==> src/hdl/mrpt_pkg.sv <==
// shared types and constants for the miller-rabin prime test
`default_nettype none
package mrpt_pkg;
  localparam int unsigned SMALL_COUNT = 12;
  localparam int unsigned PIDX_W = 4;

  function automatic logic [5:0] small_prime(input logic [PIDX_W-1:0] idx);
    logic [5:0] p;
    unique case (idx)
      4'd0: p = 6'd2;
      4'd1: p = 6'd3;
      4'd2: p = 6'd5;
      4'd3: p = 6'd7;
      4'd4: p = 6'd11;
      4'd5: p = 6'd13;
      4'd6: p = 6'd17;
      4'd7: p = 6'd19;
      4'd8: p = 6'd23;
      4'd9: p = 6'd29;
      4'd10: p = 6'd31;
      4'd11: p = 6'd37;
      default: p = 6'd37;
    endcase
    return p;
  endfunction

  // ceil(2^20 / p), gives the exact quotient for 14-bit dividends
  function automatic logic [19:0] small_recip(input logic [PIDX_W-1:0] idx);
    logic [19:0] r;
    unique case (idx)
      4'd0: r = 20'd524288;
      4'd1: r = 20'd349526;
      4'd2: r = 20'd209716;
      4'd3: r = 20'd149797;
      4'd4: r = 20'd95326;
      4'd5: r = 20'd80660;
      4'd6: r = 20'd61681;
      4'd7: r = 20'd55189;
      4'd8: r = 20'd45591;
      4'd9: r = 20'd36158;
      4'd10: r = 20'd33826;
      4'd11: r = 20'd28340;
      default: r = 20'd28340;
    endcase
    return r;
  endfunction

  typedef struct packed {
    logic        start;
    logic [63:0] a;
    logic [63:0] b;
  } mm_req_t;

  typedef struct packed {
    logic        done;
    logic [63:0] prod;
  } mm_rsp_t;
endpackage
`default_nettype wire

==> src/hdl/mrpt_modmul.sv <==
// bit-serial modular multiplier, one bit of b per cycle
`default_nettype none
module mrpt_modmul (
  input  wire logic            clk,
  input  wire logic            rst_n,
  input  wire logic [63:0]     m,
  input  wire mrpt_pkg::mm_req_t req,
  output mrpt_pkg::mm_rsp_t    rsp
);
  logic        busy_r, busy_nxt;
  logic [6:0]  cnt_r, cnt_nxt;
  logic [63:0] acc_r, acc_nxt, a_r, a_nxt, b_r, b_nxt;
  logic        done_r, done_nxt;
  logic [64:0] dbl, sum;
  logic [63:0] acc1;

  always_comb begin
    dbl = {1'b0, acc_r} + {1'b0, acc_r};
    acc1 = (dbl >= {1'b0, m}) ? 64'(dbl - {1'b0, m}) : dbl[63:0];
    sum = {1'b0, acc1} + {1'b0, a_r};
    busy_nxt = busy_r;
    cnt_nxt = cnt_r;
    acc_nxt = acc_r;
    a_nxt = a_r;
    b_nxt = b_r;
    done_nxt = 1'b0;
    if (req.start) begin
      busy_nxt = 1'b1;
      cnt_nxt = 7'd0;
      acc_nxt = '0;
      a_nxt = req.a;
      b_nxt = req.b;
    end else if (busy_r) begin
      if (b_r[63]) acc_nxt = (sum >= {1'b0, m}) ? 64'(sum - {1'b0, m}) : sum[63:0];
      else acc_nxt = acc1;
      b_nxt = {b_r[62:0], 1'b0};
      cnt_nxt = cnt_r + 7'd1;
      if (cnt_r == 7'd63) begin
        busy_nxt = 1'b0;
        done_nxt = 1'b1;
      end
    end
  end

  always_ff @(posedge clk) begin
    if (!rst_n) begin
      busy_r <= 1'b0;
      done_r <= 1'b0;
      cnt_r <= '0;
    end else begin
      busy_r <= busy_nxt;
      done_r <= done_nxt;
      cnt_r <= cnt_nxt;
    end
    acc_r <= acc_nxt;
    a_r <= a_nxt;
    b_r <= b_nxt;
  end

  assign rsp.done = done_r;
  assign rsp.prod = acc_r;

  a_done_after_busy: assert property (@(posedge clk) disable iff (!rst_n)
    rsp.done |-> !busy_r && $past(busy_r)) else $error("done without run");
  a_done_count: assert property (@(posedge clk) disable iff (!rst_n)
    (busy_r && !req.start && cnt_r == 7'd63) |=> rsp.done) else $error("missed done");
  a_acc_range: assert property (@(posedge clk) disable iff (!rst_n)
    (busy_r && m != 64'd0 && acc_r < m && a_r < m) |=> (busy_r || rsp.done) |-> acc_r < m)
    else $error("acc out of range");
endmodule
`default_nettype wire
==> config.mk <==
export PLATFORM = sky130hd
export DESIGN_NAME = mrpt_modmul
export DESIGN_NICKNAME = d
export VERILOG_FILES = /design/src/hdl/mrpt_pkg.sv /design/src/hdl/mrpt_modmul.sv
export SDC_FILE = /design/constraint.sdc
export NUM_CORES = 1
export LEC_CHECK = 0
export BUFFER_PORTS_ARGS = -buffer_cell sky130_fd_sc_hd__buf_2
export CORE_MARGIN = 2
export CORE_UTILIZATION = 40
export CTS_CLUSTER_DIAMETER = 120
export DETAILED_ROUTE_END_ITERATION = 16
export PLACE_DENSITY_LB_ADDON = 0.08
export SYNTH_ARGS = -nofsm -noshare
export SYNTH_HDL_FRONTEND = slang
export SYNTH_SLANG_ARGS = --single-unit
==> constraint.sdc <==
create_clock -name clk -period 21.8 [get_ports clk]
set_input_delay 2.18 -clock clk [delete_from_list [all_inputs] [get_ports clk]]
set_output_delay 2.18 -clock clk [all_outputs]
set_load 0.05 [all_outputs]
==> metrics, run 1 <==
R2R cell count=35; critical path launch point type=input pin; crit-path max FO=39; Yosys cell types=94; total of max-cap violations=0; Tmin final=13.81 ns; DR vias=21100; remaining antenna violation count=0; Arrival @ worst endpoint=14.27 ns; DP HPWL=68200 µm; global-route wire length before repair=127000 µm; Slew HR=24.6%; pin count of the biggest net entering global routing=66; critical path class=input pin to flop; post-synthesis register bit count=201; Worst Hold Launch=cnt_r[6]; Slew Limit Fails=0; Syn Std Cell Area=21100 µm²; Worst Hold Class=flop to flop; vias per cell=6.13; Area Overhead vs Synth=12.1%; Skew-Pair Late Insertion Delay=0.60 ns; initial core utilization=40.2%; Critical R2R Launch=acc_r[8]; H-tree depth=1; grt total ovfl=0; Tcrit/Tclk final=63.4%; status=completed; Crit-path slowest cell=a2111oi_0; # nets final=3126; Crit. End Element=flop; 1st-iter DRT viols=1950; IO buf count=259; worst clock skew=0.0151 ns; gpl congestion=1.01; Die Wd=233 µm; # IOs=260; Fin. Hold Viols=0; Async SR Flop Fraction=0%; worst reg2reg path endpoint=acc_r[36]; Top FF cell, synth=edfxtp_1; number of global-route vias before repair=20500; Detailed Route WL=86000 µm; TNS Setup=0 ns; Root Buffer=clkbuf_16; Syn Nets=2955; setup bufs post-CTS=0; antenna violations before repair=3; Total GRT Usage=30.8%; RSZ-0062 raised after global routing=false; WHS Endpoint=done_r; Rows=84; Post-route DRC=0; DR WL/cell=25.0 µm; cts hold-fix bufs=0; met2 wire length=40100 µm; final setup fails=0; Reg clk slew, reported paths=0.06 ns; number of synthesized flops with an enable pin=128; slowest stage delay, CP=0.97 ns; Hold Path Depth=1; Seq/Total Area, Yosys=25.2%; fmax=0.0724 GHz; CTS Buf Count=27; Die Y-Extent=233 µm; syn avg cell area=8.21 µm²; top routing layer used=met5; clk sinks=201; CTS tree=done; Worst Path Required=22.25 ns; DR WL met3=6130 µm; DRT met1 WL=36700 µm; layout cells sized above 1=17.1%; yosys synthesis warning count=0; Post-Syn Instances=2564; R2R Setup Slk=9.37 ns; Worst Max-Slew Pin Slew=1.10 ns; CTS Buffer Depth=3; Core ar.=52300 µm²; # resized after CTS=0; Pre-antenna DRT Iters=6; DIE AREA=54500 µm²
## worst max-delay path by stage
stage          slack, ns         to  depth (start not counted)  start
4_1_cts             8.33  acc_r[36]                         37   m[9]
2_1_floorplan      11.83  acc_r[35]                         39  m[10]
3_3_place_gp        7.76  acc_r[36]                         37   m[9]
5_1_grt             7.58  acc_r[19]                         37   m[9]
6_report            7.99  acc_r[36]                         37   m[9]
3_5_place_dp        7.78  acc_r[36]                         37   m[9]
## worst max-delay path: cells and delay by family
family | cells | cell delay, ns
AO/OA/AOI/OAI | 12 | 4.58
AND/OR/NAND/NOR | 16 | 4.33
buffers and inverters | 5 | 1.36
adder cells (fa/ha/maj) | 3 | 1.22
multiplexers | 1 | 0.43
## sequential cells by signal, indices dropped and copies added (netlist names)
register  count
acc_r        64
a_r          64
busy_r        1
done_r        1
cnt_r         7
b_r          64
## synthesized netlist by cell type (all sizes together), types with 16 or more instances
library cell	number	area (µm²)
nor2	184	691
a32o	17	170
ha	193	2410
a31oi	28	175
xnor2	102	893
a21oi	252	1280
inv	126	473
o21ai	144	728
buf	16	140
a211oi	41	325
o21a	23	173
o32ai	17	149
o21bai	38	285
nor2b	18	113
mux2	108	1280
nand2	250	938
nor3	50	255
or2	24	150
edfxtp	128	3840
and2	25	156
a21o	96	721
clkbuf	121	454
a21boi	17	128
nand3	55	275
nand4	61	382
nand2b	25	156
dfxtp	73	1460
xor2	71	622
nor4	18	113
o31ai	18	140
o211ai	37	278
## final cells by class
class | instances | area, µm²
flip-flops and latches | 201 | 5310
fillers | 5383 | 28700
repair buffers | 279 | 1450
clock buffers | 35 | 706
diodes | 1 | 2.50
clock inverters | 15 | 108
multi-input cells | 2099 | 14700
well taps | 688 | 861
inverters | 127 | 477
## metal layers
metal,vias up,track usage [%]
li1,9929,-
met1,10100,40.6
met2,917,51.5
met3,166,4.25
met4,2,10.5
met5,-,0
## kinds of logic after synthesis
group                      share of synthesized area [%]
adders and majority gates                           11.8
AOI/OAI and AO/OA                                   27.1
buffers and inverters                               5.09
xor gates and xnor gates                            7.20
DFF                                                 25.2
and+or+nand+nor                                     17.1
muxes                                               6.51
## layout by cell type, fill, tap and decap left out, types with 25 or more instances in the layout
cell and count:
a211oi_1 39, a21o_1 96, a21oi_1 248, a31oi_1 28
and2_1 25, buf_2 258, clkbuf_16 27, dfxtp_1 73
edfxtp_1 128, ha_1 193, inv_1 124, mux2_2 89
nand2_1 250, nand2b_1 25, nand3_1 55, nand4_1 61
nor2_1 181, nor3_1 49, o211ai_1 37, o21ai_0 139
o21bai_1 38, xnor2_1 102, xor2_1 71
## per-stage QoR
step                      setup slack, ns  util [%]  area [µm²]  hold WS [ns]  std cells
after floorplan                     11.83         -       21100         0.432       2564
after global placement               7.76      43.6       22800         0.447       3394
after detailed placement             7.78      43.6       22800         0.462       3394
after CTS                            8.33      45.1       23600         0.470       3444
after global routing                 7.58      45.1       23600         0.500       3445
final                                7.99      45.1       23600         0.468       3445
Power of run 1 is left out: the tool's default activity adds up to more than one toggle a clock period on the data nets, which glitch-free logic cannot reach.
==> inputs of run 2 (changes only) <==
- ABC_AREA: not set -> 1
- clock period: 21.8 -> 12.35 ns (I/O delays scaled with it)
==> metrics, run 2 <==
Top FF cell, synth=edfxtp_1 (unchanged); yosys synthesis warning count=0 (unchanged); vias per cell=5.34 (was 6.13); WHS Endpoint=cnt_r[5] (was done_r); final setup fails=0 (unchanged); CTS Buf Count=24 (was 27); Pre-antenna DRT Iters=6 (unchanged); post-synthesis register bit count=201 (unchanged); Tmin final=9.35 ns; number of synthesized flops with an enable pin=128 (unchanged); DP HPWL=113000 µm (was 68200 µm); Area Overhead vs Synth=10.3% (was 12.1%); worst clock skew=0.0255 ns (was 0.0151 ns); Worst Max-Slew Pin Slew=1.20 ns (was 1.10 ns); final hold slack=0.475 ns (was 0.468 ns); Worst Hold Launch=cnt_r[5] (was cnt_r[6]); Yosys cell types=44 (was 94); LEAKAGE=17.2 nW; critical path class=input pin to flop (unchanged); worst slack at placement=2.76 ns (was 7.78 ns); Slew HR=19.8% (was 24.6%); Tcrit/Tclk final=75.7%; post-synth top area share=24.7% (was 18.3%); H-tree depth=1 (unchanged); Die Y-Extent=264 µm (was 233 µm); Worst Path Required=12.81 ns (was 22.25 ns); status=completed (unchanged); IO buf count=259 (unchanged); total of max-cap violations=0 (unchanged); clk sinks=201 (unchanged); initial core utilization=40.4% (was 40.2%); Fin. Hold Viols=0 (unchanged); VDD IR max=149 µV; Critical R2R Launch=acc_r[46] (was acc_r[8]); Post-Syn Instances=4797 (was 2564); slowest stage delay, CP=0.69 ns (was 0.97 ns); critical path launch point type=input pin (unchanged); antenna violations before repair=0 (was 3); Hold Path Depth=2 (was 1); Skew-Pair Late Insertion Delay=0.58 ns (was 0.60 ns); cts hold-fix bufs=0 (unchanged); DR WL/cell=22.7 µm (was 25.0 µm); ranking of synthesized cells by area=nand2_1 25%, edfxtp_1 14%, inv_1 12% (was edfxtp_1 18%, ha_1 11%, dfxtp_1 6.9%); internal power=3.18 mW; Post-route DRC=0 (unchanged); PwrDens=300 nW/µm²; Core ar.=67000 µm² (was 52300 µm²); Total GRT Usage=37.1% (was 30.8%); n_diodes=0 (was 1); Switching Share=64.5%; Detailed Route WL=134000 µm (was 86000 µm); Clock power frac=8.2%; most frequent cells after synthesis=1785 x nand2_1, 841 x inv_1, 389 x nor2_1 (was 250 x nand2_1, 248 x a21oi_1, 193 x ha_1); DR vias=31500 (was 21100); Crit-path slowest cell=buf_4 (was a2111oi_0); # IOs=260 (unchanged); CTS Buffer Depth=3 (unchanged); most common cell in the netlist=nand2_1 (unchanged); Reg clk slew, reported paths=0.06 ns (about the same); DIE AREA=69800 µm² (was 54500 µm²); sw power=5.78 mW; syn avg cell area=5.64 µm² (was 8.21 µm²); CTS tree=done (unchanged); Slew Limit Fails=0 (unchanged); most frequent cells in the layout=1785 x nand2_1, 840 x inv_1, 389 x nor2_1, 369 x nand3_1, 268 x a21oi_1 (was 258 x buf_2, 250 x nand2_1, 248 x a21oi_1, 193 x ha_1, 181 x nor2_1); fill cell count=7665 (was 5383); 1st-iter DRT viols=3113 (was 1950); # resized after CTS=0 (unchanged); Die Wd=264 µm (was 233 µm); Flop pwr share=10.0%; post-synth top area cell=nand2_1 (was edfxtp_1); number of global-route vias before repair=29800 (was 20500); crit-path max FO=65 (was 39); worst reg2reg path endpoint=acc_r[34] (was acc_r[36]); remaining antenna violation count=0 (unchanged); R2R cell count=38 (was 35); Root Buffer=clkbuf_16 (unchanged); Syn Nets=5188 (was 2955); Async SR Flop Fraction=0% (unchanged); fmax=0.107 GHz; Worst Hold Class=flop to flop (unchanged); global-route wire length before repair=191000 µm (was 127000 µm); setup bufs post-CTS=0 (unchanged); Crit. End Element=flop (unchanged); Syn Std Cell Area=27100 µm² (was 21100 µm²); Rows=95 (was 84); leading registers by flop count=a_r: 64 flops, acc_r: 64 flops, b_r: 64 flops (unchanged); crit-path most repeated cell=nand2_1; Seq/Total Area, Yosys=19.6% (was 25.2%); pin count of the biggest net entering global routing=70 (was 66); grt total ovfl=0 (unchanged); # nets final=5400 (was 3126); worst setup margin=3.00 ns (was 7.99 ns); TNS Setup=0 ns (unchanged); R2R Setup Slk=3.38 ns (was 9.37 ns); Arrival @ worst endpoint=9.82 ns (was 14.27 ns); RSZ-0062 raised after global routing=false (unchanged); Logic pwr share=81.7%; gpl congestion=1.08 (was 1.01); most common cell after layout, fill and taps aside=nand2_1 (was buf_2); layout cells sized above 1=8.47% (was 17.1%)
==> run 2: kinds of logic after synthesis <==
logic type,after synthesis,synth area share (%)
and+or+nand+nor,2834,44.2
adders and majority gates,196,9.14
xor gates and xnor gates,95,3.07
AOI/OAI and AO/OA,483,9.56
DFF,201,19.6
buffers and inverters,988,14.4
==> run 2: stage by stage <==
step           cell area [µm²]  instances  util, %  power [mW]
2_1_floorplan            27100       4797        -        5.39
3_3_place_gp             29100       5856     43.4        7.95
3_5_place_dp             29100       5856     43.4        7.90
4_1_cts                  29900       5900     44.6        8.69
5_1_grt                  29900       5900     44.6        9.52
6_report                 29900       5900     44.6        8.96
==> run 2: critical path: cells and delay by family <==
kind                     cells  cell delay (ns)
buffers and inverters        7             1.68
AO/OA/AOI/OAI                3             0.23
XOR/XNOR                     1             0.56
AND/OR/NAND/NOR             28             4.82
adder cells (fa/ha/maj)      3             1.15
==> run 2: layout make-up <==
type / instances / area [µm²] / share of cell area (%)
Multi-Input combinational cell: 3608 / 17900 / 59.9
Tap cell: 873 / 1090 / 3.66
Clock inverter: 15 / 120 / 0.402
Timing Repair Buffer: 272 / 1400 / 4.67
Inverter: 902 / 3390 / 11.3
Sequential cell: 201 / 5310 / 17.8
Clock buffer: 29 / 671 / 2.25
==> run 2: routing by layer <==
layer,part of all wire (%),wire [µm],track usage [%],vias to the layer above
met3,9.2,12200,6.85,235
met4,5.7,7600,18.4,0
met5,0,0,0,-
met1,43,56800,49.2,14500
met2,43,57000,57.8,1363
li1,-,-,-,15500
==> run 2: worst max-delay path by stage <==
stage | start | to | slack, ns | depth (start not counted)
final | m[43] | acc_r[34] | 3.00 | 42
after detailed placement | m[43] | acc_r[34] | 2.76 | 42
after floorplan | m[35] | acc_r[1] | 6.18 | 47
after global placement | m[43] | acc_r[59] | 2.72 | 44
after global routing | m[43] | acc_r[59] | 2.59 | 45
after CTS | m[43] | acc_r[59] | 3.35 | 44
==> run 2: power groups by stage <==
stage | combinational [mW] | clock [mW] | sequential, mW
after CTS | 7.04 | 0.754 | 0.893
after global routing | 7.84 | 0.773 | 0.902
after floorplan | 4.40 | 0 | 0.990
after global placement | 7.05 | 0 | 0.910
after detailed placement | 7.00 | 0 | 0.906
final | 7.32 | 0.739 | 0.900
Note: power is estimated with default switching activity, not from simulation.
==> inputs of run 3 (changes only) <==
- clock period: 12.35 -> 7.5 ns (I/O delays scaled with it)
==> metrics, run 3 (same netlist as run 2, synthesis figures left out) <==
Pre-antenna DRT Iters=6 (unchanged); Tcrit/Tclk final=94.9%; critical path launch point type=flop (was input pin); most common cell after layout, fill and taps aside=nand2_1 (unchanged); Post-route DRC=0 (unchanged); critical path class=flop to flop (was input pin to flop); Area Overhead vs Synth=33.6% (was 10.3%); number of global-route vias before repair=32900 (was 29800); Crit. End Element=flop (unchanged); DR vias=34400 (was 31500); fmax=0.141 GHz; cts hold-fix bufs=0 (unchanged); fin area=36200 µm² (was 29900 µm²); vias per cell=5.14 (was 5.34); R2R Setup Slk=0.38 ns (was 3.38 ns); Clock power frac=6.4% (was 8.2%); VDD IR max=349 µV (was 149 µV); Skew-Pair Late Insertion Delay=0.57 ns (was 0.58 ns); remaining antenna violation count=0 (unchanged); Switching Share=55.1% (was 64.5%); final setup fails=0 (unchanged); Worst Hold Class=input pin to flop (was flop to flop); layout cells sized above 1=21.4% (was 8.47%); CTS tree=done (unchanged); PwrDens=517 nW/µm² (was 300 nW/µm²); Worst Path Required=7.99 ns (was 12.81 ns); crit-path most repeated cell=nand2_1 (unchanged); gpl congestion=1.07 (was 1.08); Die Wd=264 µm (unchanged); Worst Max-Slew Pin Slew=1.11 ns (was 1.20 ns); CTS Buffer Depth=3 (unchanged); Core ar.=67000 µm² (unchanged); CTS Buf Count=25 (was 24); WHS Endpoint=a_r[35] (was cnt_r[5]); leading registers by flop count=a_r: 64 flops, acc_r: 64 flops, b_r: 64 flops (unchanged); slowest stage delay, CP=0.54 ns (was 0.69 ns); 1st-iter DRT viols=3565 (was 3113); Flop pwr share=7.8% (was 10.0%); total of max-cap violations=0 (unchanged); DP HPWL=122000 µm (was 113000 µm); internal power=8.40 mW (was 3.18 mW); Fin. Hold Viols=0 (unchanged); Crit-path slowest cell=dfxtp_1 (was buf_4); Reg clk slew, reported paths=0.07 ns (was 0.06 ns); DIE AREA=69800 µm² (unchanged); pin count of the biggest net entering global routing=66 (was 70); Total GRT Usage=39.0% (was 37.1%); antenna violations before repair=6 (was 0); H-tree depth=1 (unchanged); Logic pwr share=85.8% (was 81.7%); global-route wire length before repair=201000 µm (was 191000 µm); Power Total=18.7 mW (was 8.96 mW); placed instance area=35300 µm² (was 29100 µm²); clk sinks=201 (unchanged); initial core utilization=40.4% (unchanged); worst reg2reg path endpoint=acc_r[56] (was acc_r[34]); DR WL/cell=20.8 µm (was 22.7 µm); Critical R2R Launch=acc_r[45] (was acc_r[46]); fill cell count=7187 (was 7665); Tmin final=7.12 ns; grt total ovfl=0 (unchanged); status=completed (unchanged); Worst Hold Launch=req[99] (was cnt_r[5]); Slew Limit Fails=0 (unchanged); worst clock skew=0.0167 ns (was 0.0255 ns); Rows=95 (unchanged); R2R cell count=46 (was 38); crit-path max FO=11 (was 65); Root Buffer=clkbuf_16 (unchanged); # IOs=260 (unchanged); Arrival @ worst endpoint=7.61 ns (was 9.82 ns); IO buf count=259 (unchanged); Detailed Route WL=139000 µm (was 134000 µm); n_diodes=0 (unchanged); most frequent cells in the layout=1781 x nand2_1, 840 x inv_1, 792 x buf_4, 384 x nor2_1, 368 x nand3_1 (was 1785 x nand2_1, 840 x inv_1, 389 x nor2_1, 369 x nand3_1, 268 x a21oi_1); Die Y-Extent=264 µm (unchanged); LEAKAGE=21.1 nW (was 17.2 nW); Slew HR=25.5% (was 19.8%); # nets final=6201 (was 5400); Hold Path Depth=1 (was 2); sw power=10.3 mW (was 5.78 mW)
-- run 3: cell types whose count changed in the layout (fill, tap and decap cells not counted), sizes merged --
| cell | before | now |
|---|---|---|
| buf | 272 | 1072 |
| clkinvlp | 2 | 4 |
| clkbuf | 29 | 31 |
| inv | 900 | 899 |
| clkinv | 14 | 12 |
-- run 3: layer usage --
metal / track usage [%] / wire length (µm) / part of all wire [%]
met3: 9.13 / 14700 / 11
met4: 19.5 / 8000 / 5.8
met1: 51.1 / 58300 / 42
met5: 0 / 23 / 0.017
met2: 59.9 / 58100 / 42
-- run 3: worst max-delay path: cells and delay by family, from the launching register on --
kind                     cells  cell delay (ns)
adder cells (fa/ha/maj)      3             1.19
AND/OR/NAND/NOR             28             2.99
flip-flops                   1             0.54
buffers and inverters       11             1.45
AO/OA/AOI/OAI                4             0.85
-- run 3: how the worst max path moves through the flow --
stage / slack (ns) / depth (start not counted) / start / end
final: 0.38 / 46 / acc_r[45] / acc_r[56]
after detailed placement: -0.18 / 39 / m[52] / acc_r[2]
after global routing: -0.01 / 47 / acc_r[40] / acc_r[2]
after CTS: 0.30 / 39 / acc_r[35] / acc_r[2]
after floorplan: 1.82 / 47 / m[35] / acc_r[1]
after global placement: -0.14 / 39 / m[52] / acc_r[2]
-- run 3: what timing repair did --
action	in CTS	in global routing
hold endpoints to repair	0	0
buffers inserted	0	0
resized for setup	0	23
setup endpoints to repair	0	61
-- run 3: layout make-up --
| class | count | area (µm²) | area share (%) |
|---|---|---|---|
| Multi-Input combinational cell | 3608 | 17900 | 49.6 |
| Timing Repair Buffer | 1072 | 7670 | 21.2 |
| Sequential cell | 201 | 5310 | 14.7 |
| Inverter | 902 | 3390 | 9.36 |
| Tap cell | 873 | 1090 | 3.02 |
| Clock buffer | 31 | 668 | 1.85 |
| Clock inverter | 14 | 121 | 0.335 |
-- run 3: through the flow --
| step | TNS, ns | worst slack [ns] | util [%] | std cells | hold slack [ns] |
|---|---|---|---|---|---|
| after global placement | -0.873 | -0.144 | 52.7 | 6656 | 0.461 |
| after CTS | 0 | 0.298 | 53.9 | 6701 | 0.331 |
| after floorplan | 0 | 1.82 | - | 4797 | 0.452 |
| after detailed placement | -0.981 | -0.175 | 52.7 | 6656 | 0.466 |
| final | 0 | 0.383 | 54.0 | 6701 | 0.351 |
| after global routing | -0.0163 | -0.0113 | 54.0 | 6701 | 0.344 |
-- run 3: power groups by stage --
stage	combinational (mW)	sequential [mW]	clock, mW
3_5_place_dp	15.4	1.48	0
3_3_place_gp	15.4	1.48	0
4_1_cts	15.5	1.45	1.22
2_1_floorplan	7.25	1.63	0
5_1_grt	17.2	1.47	1.25
6_report	16.1	1.46	1.20
